`src/sv/ole_pkg.sv`:
```
// ----------------------------------------------------------------------------
// ole_pkg
// Shared types and constants for the ordered list engine.
// ----------------------------------------------------------------------------
package ole_pkg;

  localparam int unsigned Capacity = 64;
  localparam int unsigned IdxW     = $clog2(Capacity) + 1;
  localparam int unsigned AddrW    = $clog2(Capacity);

  typedef enum logic [2:0] {
    MODE_HEAD   = 3'd0,
    MODE_TAIL   = 3'd1,
    MODE_AT     = 3'd2,
    MODE_DELETE = 3'd3,
    MODE_SEARCH = 3'd4
  } mode_e;

  typedef enum logic [2:0] {
    ST_OK       = 3'd0,
    ST_BADPOS   = 3'd1,
    ST_NOTFOUND = 3'd2,
    ST_EMPTY    = 3'd3,
    ST_FULL     = 3'd4
  } status_e;

  localparam logic [IdxW-1:0] Nil = IdxW'(Capacity);

  typedef struct packed {
    logic [2:0]  mode;
    logic signed [31:0] item_value;
    logic [6:0]  target_position;
  } req_t;

  typedef struct packed {
    logic [2:0] status;
    logic [6:0] found_position;
    logic [6:0] list_length;
  } rsp_t;

endpackage

```
`src/sv/ole_if.sv`:
```
// ----------------------------------------------------------------------------
// ole_req_if / ole_rsp_if
// Valid/ready channels for requests and results.
// ----------------------------------------------------------------------------
interface ole_req_if;
  logic          valid;
  logic          ready;
  ole_pkg::req_t payload;
  modport source (output valid, output payload, input ready);
  modport sink   (input valid, input payload, output ready);
endinterface

interface ole_rsp_if;
  logic          valid;
  logic          ready;
  ole_pkg::rsp_t payload;
  modport source (output valid, output payload, input ready);
  modport sink   (input valid, input payload, output ready);
endinterface

```
`src/sv/ordered_list_engine_unit.sv`:
```
// ----------------------------------------------------------------------------
// ordered_list_engine_unit
// Linked list in a node pool: values and links in two synchronous memories.
// ----------------------------------------------------------------------------
// flow: error and unused modes go from S_DECIDE to S_DONE; inserts pop the free chain
//   (S_FREE_RD, S_ALLOC); tail insert to a non-empty list adds S_LINK_FIX; search, delete
//   and positional insert walk the list (one memory read and one compare per node, up to 64 nodes)
// throughput: one item at a time, the next accepted in the cycle after the result
//   is loaded; a held result stalls S_DONE
// reset: asynchronous; then a clearing pass over every pool entry builds the free chain
module ordered_list_engine_unit (
  input logic       clk_i,
  input logic       rst_ni,
  ole_req_if.sink   req_i,
  ole_rsp_if.source rsp_o
);

  localparam int unsigned IW = ole_pkg::IdxW;
  localparam int unsigned AW = ole_pkg::AddrW;

  typedef enum logic [3:0] {
    S_INIT, S_IDLE, S_DECIDE, S_FREE_RD, S_ALLOC, S_WALK_RD, S_WALK_CHK,
    S_RELEASE, S_LINK_FIX, S_DONE
  } state_e;

  // memories
  logic [31:0]   val_mem [ole_pkg::Capacity];
  logic [IW-1:0] lnk_mem [ole_pkg::Capacity];
  logic [31:0]   val_rd_q;
  logic [IW-1:0] lnk_rd_q;

  state_e            state_q;
  ole_pkg::req_t     req_q;
  ole_pkg::rsp_t     rsp_q;
  logic              rsp_vld_q;
  logic [IW-1:0]     head_q, tail_q, free_q, count_q;
  logic [IW-1:0]     cur_q, prev_q, new_q;
  logic [IW-1:0]     steps_q;
  logic [IW-1:0]     init_q;
  ole_pkg::status_e  st_q;
  logic [6:0]        fpos_q;

  // memory port controls
  logic          lw_en, vw_en, rd_en;
  logic [AW-1:0] lw_addr, vw_addr, rd_addr;
  logic [IW-1:0] lw_data;

  // request decode
  logic pool_full, bad_pos, ins_head, ins_tail, at_prev, val_hit;

  function automatic logic ok_idx(logic [IW-1:0] i);
    return i < IW'(ole_pkg::Capacity);
  endfunction

  assign req_i.ready   = (state_q == S_IDLE);
  assign rsp_o.valid   = rsp_vld_q;
  assign rsp_o.payload = rsp_q;

  assign pool_full = (count_q >= IW'(ole_pkg::Capacity)) || !ok_idx(free_q);
  assign bad_pos   = (req_q.mode == ole_pkg::MODE_AT) &&
                     (req_q.target_position == '0 ||
                      {1'b0, req_q.target_position} > 8'(count_q) + 8'd1);
  assign ins_head  = (req_q.mode == ole_pkg::MODE_HEAD) ||
                     (req_q.mode == ole_pkg::MODE_AT && req_q.target_position == 7'd1);
  assign ins_tail  = (req_q.mode == ole_pkg::MODE_TAIL) ||
                     (req_q.mode == ole_pkg::MODE_AT &&
                      IW'(req_q.target_position) == count_q + 1'b1);
  assign at_prev   = (steps_q == IW'(req_q.target_position) - 1'b1);
  assign val_hit   = (val_rd_q == req_q.item_value);

  // memory access
  always_ff @(posedge clk_i) begin
    if (lw_en) lnk_mem[lw_addr] <= lw_data;
    if (vw_en) val_mem[vw_addr] <= req_q.item_value;
    if (rd_en) begin
      lnk_rd_q <= lnk_mem[rd_addr];
      val_rd_q <= val_mem[rd_addr];
    end
  end

  // port drive per state
  always_comb begin
    lw_en = 1'b0; vw_en = 1'b0; rd_en = 1'b0;
    lw_addr = '0; vw_addr = '0; rd_addr = cur_q[AW-1:0]; lw_data = '0;
    unique case (state_q)
      S_INIT: begin
        lw_en = 1'b1; lw_addr = init_q[AW-1:0]; lw_data = init_q + 1'b1;
      end
      S_FREE_RD: begin
        rd_en = 1'b1; rd_addr = free_q[AW-1:0];
      end
      S_WALK_RD: rd_en = 1'b1;
      S_ALLOC: begin
        vw_en = 1'b1; vw_addr = new_q[AW-1:0];
        if (ins_head) begin
          lw_en = 1'b1; lw_addr = new_q[AW-1:0]; lw_data = head_q;
        end else if (ins_tail) begin
          lw_en = 1'b1; lw_addr = new_q[AW-1:0]; lw_data = ole_pkg::Nil;
        end
      end
      S_WALK_CHK: begin
        if (req_q.mode == ole_pkg::MODE_AT) begin
          // new node takes over the link of the node before it
          if (at_prev) begin
            lw_en = 1'b1; lw_addr = new_q[AW-1:0]; lw_data = lnk_rd_q;
          end
        end else if (req_q.mode == ole_pkg::MODE_DELETE && val_hit &&
                     prev_q != ole_pkg::Nil) begin
          // bypass the deleted node
          lw_en = 1'b1; lw_addr = prev_q[AW-1:0]; lw_data = lnk_rd_q;
        end
      end
      S_RELEASE: begin
        lw_en = 1'b1; lw_addr = cur_q[AW-1:0]; lw_data = free_q;
      end
      S_LINK_FIX: begin
        lw_en = 1'b1; lw_addr = prev_q[AW-1:0]; lw_data = new_q;
      end
      default: ;
    endcase
  end

  // main sequencer
  always_ff @(posedge clk_i or negedge rst_ni) begin
    if (!rst_ni) begin
      state_q   <= S_INIT;
      req_q     <= '0;
      rsp_q     <= '0;
      rsp_vld_q <= 1'b0;
      head_q    <= ole_pkg::Nil;
      tail_q    <= ole_pkg::Nil;
      free_q    <= '0;
      count_q   <= '0;
      cur_q     <= ole_pkg::Nil;
      prev_q    <= ole_pkg::Nil;
      new_q     <= ole_pkg::Nil;
      steps_q   <= '0;
      init_q    <= '0;
      st_q      <= ole_pkg::ST_OK;
      fpos_q    <= '0;
    end else begin
      // result register: loaded when free or being taken
      if (state_q == S_DONE && (!rsp_vld_q || rsp_o.ready)) begin
        rsp_q.status         <= st_q;
        rsp_q.found_position <= fpos_q;
        rsp_q.list_length    <= 7'(count_q);
        rsp_vld_q            <= 1'b1;
      end else if (rsp_o.ready) begin
        rsp_vld_q <= 1'b0;
      end

      unique case (state_q)
        S_INIT: begin
          init_q <= init_q + 1'b1;
          if (init_q == IW'(ole_pkg::Capacity - 1)) state_q <= S_IDLE;
        end
        S_IDLE: if (req_i.valid && req_i.ready) begin
          req_q   <= req_i.payload;
          state_q <= S_DECIDE;
        end
        S_DECIDE: begin
          fpos_q  <= '0;
          cur_q   <= head_q;
          prev_q  <= ole_pkg::Nil;
          steps_q <= '0;
          unique case (req_q.mode) inside
            ole_pkg::MODE_HEAD, ole_pkg::MODE_TAIL, ole_pkg::MODE_AT: begin
              if (pool_full) begin
                st_q    <= ole_pkg::ST_FULL;
                state_q <= S_DONE;
              end else if (bad_pos) begin
                st_q    <= ole_pkg::ST_BADPOS;
                state_q <= S_DONE;
              end else begin
                st_q    <= ole_pkg::ST_OK;
                state_q <= S_FREE_RD;
              end
            end
            ole_pkg::MODE_DELETE: begin
              if (!ok_idx(head_q) || count_q == '0) begin
                st_q    <= ole_pkg::ST_EMPTY;
                state_q <= S_DONE;
              end else begin
                st_q    <= ole_pkg::ST_OK;
                state_q <= S_WALK_RD;
              end
            end
            ole_pkg::MODE_SEARCH: begin
              if (!ok_idx(head_q)) begin
                st_q    <= ole_pkg::ST_NOTFOUND;
                state_q <= S_DONE;
              end else begin
                st_q    <= ole_pkg::ST_OK;
                state_q <= S_WALK_RD;
              end
            end
            default: begin
              st_q    <= ole_pkg::ST_OK;
              state_q <= S_DONE;
            end
          endcase
        end
        S_FREE_RD: begin
          new_q   <= free_q;
          state_q <= S_ALLOC;
        end
        S_ALLOC: begin
          // pop free chain, link new node
          free_q  <= lnk_rd_q;
          count_q <= count_q + 1'b1;
          if (ins_head) begin
            if (!ok_idx(head_q)) tail_q <= new_q;
            head_q  <= new_q;
            state_q <= S_DONE;
          end else if (ins_tail) begin
            if (ok_idx(head_q) && ok_idx(tail_q)) begin
              prev_q  <= tail_q;
              state_q <= S_LINK_FIX;
            end else begin
              head_q  <= new_q;
              state_q <= S_DONE;
            end
            tail_q <= new_q;
          end else begin
            // middle insert: walk to position-1 first
            steps_q <= IW'(1);
            state_q <= S_WALK_RD;
          end
        end
        S_WALK_RD: state_q <= S_WALK_CHK;
        S_WALK_CHK: begin
          if (req_q.mode == ole_pkg::MODE_AT) begin
            if (at_prev) begin
              // cur is prev; splice new after it
              prev_q  <= cur_q;
              if (tail_q == cur_q) tail_q <= new_q;
              state_q <= S_LINK_FIX;
            end else begin
              cur_q   <= lnk_rd_q;
              steps_q <= steps_q + 1'b1;
              state_q <= S_WALK_RD;
            end
          end else if (val_hit) begin
            if (req_q.mode == ole_pkg::MODE_SEARCH) begin
              fpos_q  <= 7'(steps_q + 1'b1);
              state_q <= S_DONE;
            end else begin
              // unlink cur
              if (prev_q == ole_pkg::Nil) begin
                head_q <= lnk_rd_q;
                if (!ok_idx(lnk_rd_q)) tail_q <= ole_pkg::Nil;
              end else if (tail_q == cur_q) begin
                tail_q <= prev_q;
              end
              count_q <= count_q - 1'b1;
              state_q <= S_RELEASE;
            end
          end else if (!ok_idx(lnk_rd_q) || steps_q == IW'(ole_pkg::Capacity - 1)) begin
            st_q    <= ole_pkg::ST_NOTFOUND;
            state_q <= S_DONE;
          end else begin
            prev_q  <= cur_q;
            cur_q   <= lnk_rd_q;
            steps_q <= steps_q + 1'b1;
            state_q <= S_WALK_RD;
          end
        end
        S_RELEASE: begin
          // return deleted node to free chain
          free_q  <= cur_q;
          state_q <= S_DONE;
        end
        S_LINK_FIX: state_q <= S_DONE;
        S_DONE: if (!rsp_vld_q || rsp_o.ready) state_q <= S_IDLE;
        default: state_q <= S_IDLE;
      endcase
    end
  end

endmodule
```
`src/flat_wrapper.sv`:
```
// flat-port wrapper written by rule: the top's interface ports become plain ports
module ordered_list_engine_unit_flat 
  (clk_i, rst_ni, req_i_valid, req_i_payload, req_i_ready, rsp_o_valid, rsp_o_payload, rsp_o_ready);
  ole_req_if req_i_i ();
  ole_rsp_if rsp_o_i ();
  input logic clk_i;
  input logic rst_ni;
  input wire logic [$bits(req_i_i.valid)-1:0] req_i_valid;
  input wire logic [$bits(req_i_i.payload)-1:0] req_i_payload;
  output wire logic [$bits(req_i_i.ready)-1:0] req_i_ready;
  output wire logic [$bits(rsp_o_i.valid)-1:0] rsp_o_valid;
  output wire logic [$bits(rsp_o_i.payload)-1:0] rsp_o_payload;
  input wire logic [$bits(rsp_o_i.ready)-1:0] rsp_o_ready;
  assign req_i_i.valid = req_i_valid;
  assign req_i_i.payload = req_i_payload;
  assign req_i_ready = req_i_i.ready;
  assign rsp_o_valid = rsp_o_i.valid;
  assign rsp_o_payload = rsp_o_i.payload;
  assign rsp_o_i.ready = rsp_o_ready;
  ordered_list_engine_unit u_core (.clk_i(clk_i), .rst_ni(rst_ni), .req_i(req_i_i), .rsp_o(rsp_o_i));
endmodule
```
`config.mk`:
```
export PLATFORM = sky130hd
export DESIGN_NAME = ordered_list_engine_unit_flat
export DESIGN_NICKNAME = d
export VERILOG_FILES = /design/src/sv/ole_pkg.sv /design/src/sv/ole_if.sv /design/src/sv/ordered_list_engine_unit.sv /design/src/flat_wrapper.sv
export SDC_FILE = /design/constraint.sdc
export NUM_CORES = 2
export LEC_CHECK = 0
export BUFFER_PORTS_ARGS = -buffer_cell sky130_fd_sc_hd__clkbuf_2
export CORE_AREA = 2 2 654 656
export CTS_BUF_LIST = sky130_fd_sc_hd__clkbuf_4
export DETAILED_ROUTE_END_ITERATION = 10
export DIE_AREA = 0 0 656 658
export PLACE_DENSITY = 0.45
export SETUP_SLACK_MARGIN = 0.05
export SLEW_MARGIN = 15
export SYNTH_ARGS = -nofsm -noshare
export SYNTH_HDL_FRONTEND = slang
export SYNTH_SLANG_ARGS = --single-unit
export TNS_END_PERCENT = 1
```
`constraint.sdc`:
```
create_clock -name clk_i -period 5.3 [get_ports clk_i]
set_clock_uncertainty 0.1 [all_clocks]
set_input_delay 0.53 -clock clk_i [delete_from_list [all_inputs] [get_ports clk_i]]
set_output_delay 0.53 -clock clk_i [all_outputs]
set_load 0.03 [all_outputs]
```
==> flow_metrics.env <==
export IMPL_hold_path_startpoint="req_i_payload[34]"
export IMPL_required_ps=6100
export IMPL_start_kind="flip-flop"
export IMPL_p_clk_frac=0.248
export IMPL_area_delta_synth_final_pct=18.89
export IMPL_synth_top_flop_cell="edfxtp_1"
export IMPL_grt_max_degree=110
export IMPL_globalplace_congestion=0.8272
export IMPL_cts_tree="built"
export IMPL_via_per_inst=4.898
export IMPL_worstMarginPinSlew_ps=1204
export IMPL_antenna_found_initial=40
export IMPL_r2r_cells=11
export IMPL_synthCells=6593
export IMPL_synth_seq_cells=2672
export IMPL_path_max_fanout=8
export IMPL_nFillCells=42872
export IMPL_setup_ws_ps=566.6
export IMPL_die_h_um=658
export IMPL_r2r_start="u_core.count_q[0]"
export IMPL_pwr_share_comb=0.363
export IMPL_cts_num_sinks=2672
export IMPL_path_class="reg -> reg"
export IMPL_setup_viol_count_final=0
export IMPL_rrSetupSlack_ps=570
export IMPL_wl_per_cell_um=28.23
export IMPL_layout_drive_gt1_share=0.2467
export IMPL_vdd_drop_max_v=0.0003778
export IMPL_final_nets=7482
export IMPL_fin_crit_ps=4733
export IMPL_critPathCaptureType="flip-flop"
export IMPL_dieArea_um2=431600
export IMPL_outcome="complete, but fails checks"
export IMPL_synth_warnings=0
export IMPL_max_slew_margin=0.1943
export IMPL_synth_distinct_cells=85
export IMPL_yosysSeqAreaShare=0.7520
export IMPL_cts_max_level=6
export IMPL_whs_endpoint="u_core.req_q[34]"
export IMPL_synth_top_cell_area_share=0.7195
export IMPL_port_buffers=64
export IMPL_clk_latency_ps=1400
export IMPL_fmax_mhz=211.3
export IMPL_synth_top_area_cell="edfxtp_1"
export IMPL_failed_checks="DRC"
export IMPL_syn_area_um2=105800
export IMPL_synth_area_leaders="edfxtp_1 (72%), mux2i_1 (4.7%), nand2_1 (3.3%), mux4_2 (3.2%), dfrtp_1 (3.1%)"
export IMPL_io_pins=65
export IMPL_fp_row_count=240
export IMPL_switchingPower_uw=28020
export IMPL_synth_edf_count=2535
export IMPL_slew_viol_final=0
export IMPL_regToRegEndpoint="u_core.lnk_mem[10][5]"
export IMPL_grt_pass1_wl_mm=529.3
export IMPL_clockBufferDepth=4
export IMPL_final_hold_viol_count=0
export IMPL_maxCapViolCount=0
export IMPL_wl_mm=384.5
export IMPL_place_ws_ps=640.5
export IMPL_post_route_drc_count=24
export IMPL_utilization=0.2958
export IMPL_hold_path_depth=3
export IMPL_synth_area_per_cell_um2=16.05
export IMPL_cts_buffers=689
export IMPL_setup_tns_final_ps=0
export IMPL_die_w_um=656
export IMPL_p_int_uw=43850
export IMPL_grt_ovfl_total=0
export IMPL_pwr_share_seq=0.389
export IMPL_crit_arrival_ps=5530
export IMPL_p_per_area_nw_per_um2=571.3
export IMPL_clkTransAtPathRegs_ps=60
export IMPL_grt_pass1_vias=66090
export IMPL_via_count=66717
export IMPL_synthArstFlopShare=0.05127
export IMPL_grt_use_total=0.1723
export IMPL_drtIter0Drc=6743
export IMPL_first_pass_iters=9
export IMPL_hpwl_mm=232.5
export IMPL_initial_core_util=0.2488
export IMPL_ant_nets=0
export IMPL_hold_class="in -> reg"
export IMPL_cts_resized_gates=0
export IMPL_leakage_uw=0.04281
export IMPL_root_buffer="clkbuf_4"
export IMPL_core_um2=425200
export IMPL_switching_share=0.3898
export IMPL_synth_fp_nets=6652
export IMPL_rsz0062_at_grt="false"
export IMPL_post_route_period_util=0.8931
## critical path: stages, from the launching register on
cell     delay (ps)
dfrtp_1         440
and3_1          250
and3_1          230
xnor2_1         130
ha_1            310
nand4_1         190
o32ai_2         550
and2_0          370
o21ai_0         170
and4_1          270
or3_1           690
nor2_1          660
## worst max path at each step
stage	from	to	slack (ps)	cells past startpoint
after floorplan	u_core.req_q[22]	u_core.lnk_mem[0][0]	-450	6
after global placement	u_core.state_q[2]	u_core.val_rd_q[4]	120	7
after detailed placement	u_core.count_q[0]	u_core.lnk_mem[10][3]	640	11
after CTS	u_core.count_q[0]	u_core.lnk_mem[10][5]	610	11
after global routing	u_core.count_q[2]	u_core.lnk_mem[10][5]	330	11
final	u_core.count_q[0]	u_core.lnk_mem[10][5]	570	11
## area by class of cell
cell class | count | area [um^2] | share of cell area
diodes | 14 | 35.03 | 0.0002785
clock inverters | 160 | 925.9 | 0.007361
clock buffers | 1027 | 7710 | 0.06129
well taps | 5687 | 7116 | 0.05657
repair buffers | 555 | 5071 | 0.04031
multi-input cells | 3482 | 25250 | 0.2007
flip-flops and latches | 2672 | 79600 | 0.6328
inverters | 23 | 86.33 | 0.0006863
## cells in the mapped netlist, types with 6 or more instances
master,count
o21a_1,8
a22oi_1,89
o311ai_0,43
clkbuf_1,195
edfxtp_1,2535
nor2_1,197
buf_2,142
xor2_1,52
nor3b_1,7
o211ai_1,15
nand3b_1,7
buf_1,54
nand3_1,189
ha_1,13
a222oi_1,6
nand4_1,42
a31oi_1,47
dfrtp_1,132
xnor2_1,21
a221o_1,6
o221ai_1,133
o21ai_0,92
nand2b_1,9
a2111oi_0,8
or3_1,18
mux4_2,148
nand2_1,931
o31ai_1,7
nor4_1,57
inv_1,23
nor3_1,48
a221oi_1,11
o22ai_1,101
and3_1,17
mux2_2,93
o2111ai_1,14
mux2i_1,500
a21oi_1,366
a32oi_1,66
a22o_1,7
or4_1,18
buf_4,22
## through the flow
stage                     hold WS, ps  cell area, um^2  instances  total power (uW)
final                           74.04           125800      13620             71870
after global routing            48.10           125800      13608             74800
after CTS                       15.43           125800      13606             72520
after detailed placement        373.6           116300      12335             54530
after global placement          371.3           116200      12332             54310
after floorplan                 134.4           105800       6593             41520
## routing by layer
layer	GRT usage	vias up	part of all wire
li1	-	28065	-
met1	0.2314	34978	0.43
met2	0.2808	3016	0.47
met3	0.03026	648	0.069
met4	0.05835	10	0.033
met5	0	-	0.00019
## sequential cells by signal (all words and copies together), names as in the netlist, 17 cells and up
name                  flops
u_core.lnk_mem          448
u_core.val_mem         2048
u_core.req_q             42
u_core.val_rd_q          32
u_core.rsp_o.payload     17
## cells in the final DEF (no fill, tap or decap), drive strengths merged, types with 13 or more instances in the layout
master	Yosys	final
nand3	189	189
o221ai	133	133
a32oi	66	66
a22oi	89	89
xnor2	21	21
clkinv	0	130
nor2	199	199
clkbuf	195	1091
o211ai	15	15
nor4	57	57
xor2	52	52
mux2i	502	502
diode	0	14
a31oi	47	47
and3	17	17
nand2	932	932
o22ai	101	101
nor3	50	50
mux4	148	148
buf	221	406
or4	18	18
dlygate4sd3	0	83
o21ai	93	93
ha	13	13
inv	23	35
o2111ai	14	14
or3	18	18
nand4	42	42
o311ai	46	46
a21oi	366	366
edfxtp	2535	2535
dfrtp	132	132
mux2	94	94
## logic make-up (layout without fill, tap and decap cells)
logic type,after synthesis,count (layout),share of synthesized area
flip-flops,2672,2672,0.7520
AND/OR/NAND/NOR,1583,1583,0.06541
other,0,14,0
XOR/XNOR,73,73,0.006043
AO/OA/AOI/OAI,1069,1069,0.06770
adder cells (fa/ha/maj),13,13,0.001537
buffers and inverters,439,1765,0.01825
multiplexers,744,744,0.08911
## what timing repair did
action                                 CTS  global route
hold buffers                            84             0
endpoints found under the hold margin  178             0
buffers inserted                         0             0
## power groups by stage
stage / sequential, uW / combinational (uW) / clock, uW
floorplan: 29100 / 12400 / 0
global placement: 28400 / 25900 / 0
detailed placement: 28400 / 26100 / 0
CTS: 27900 / 26300 / 18300
global route: 28000 / 27400 / 19400
finish: 28000 / 26100 / 17800
Power figures use the tool's default switching activity.
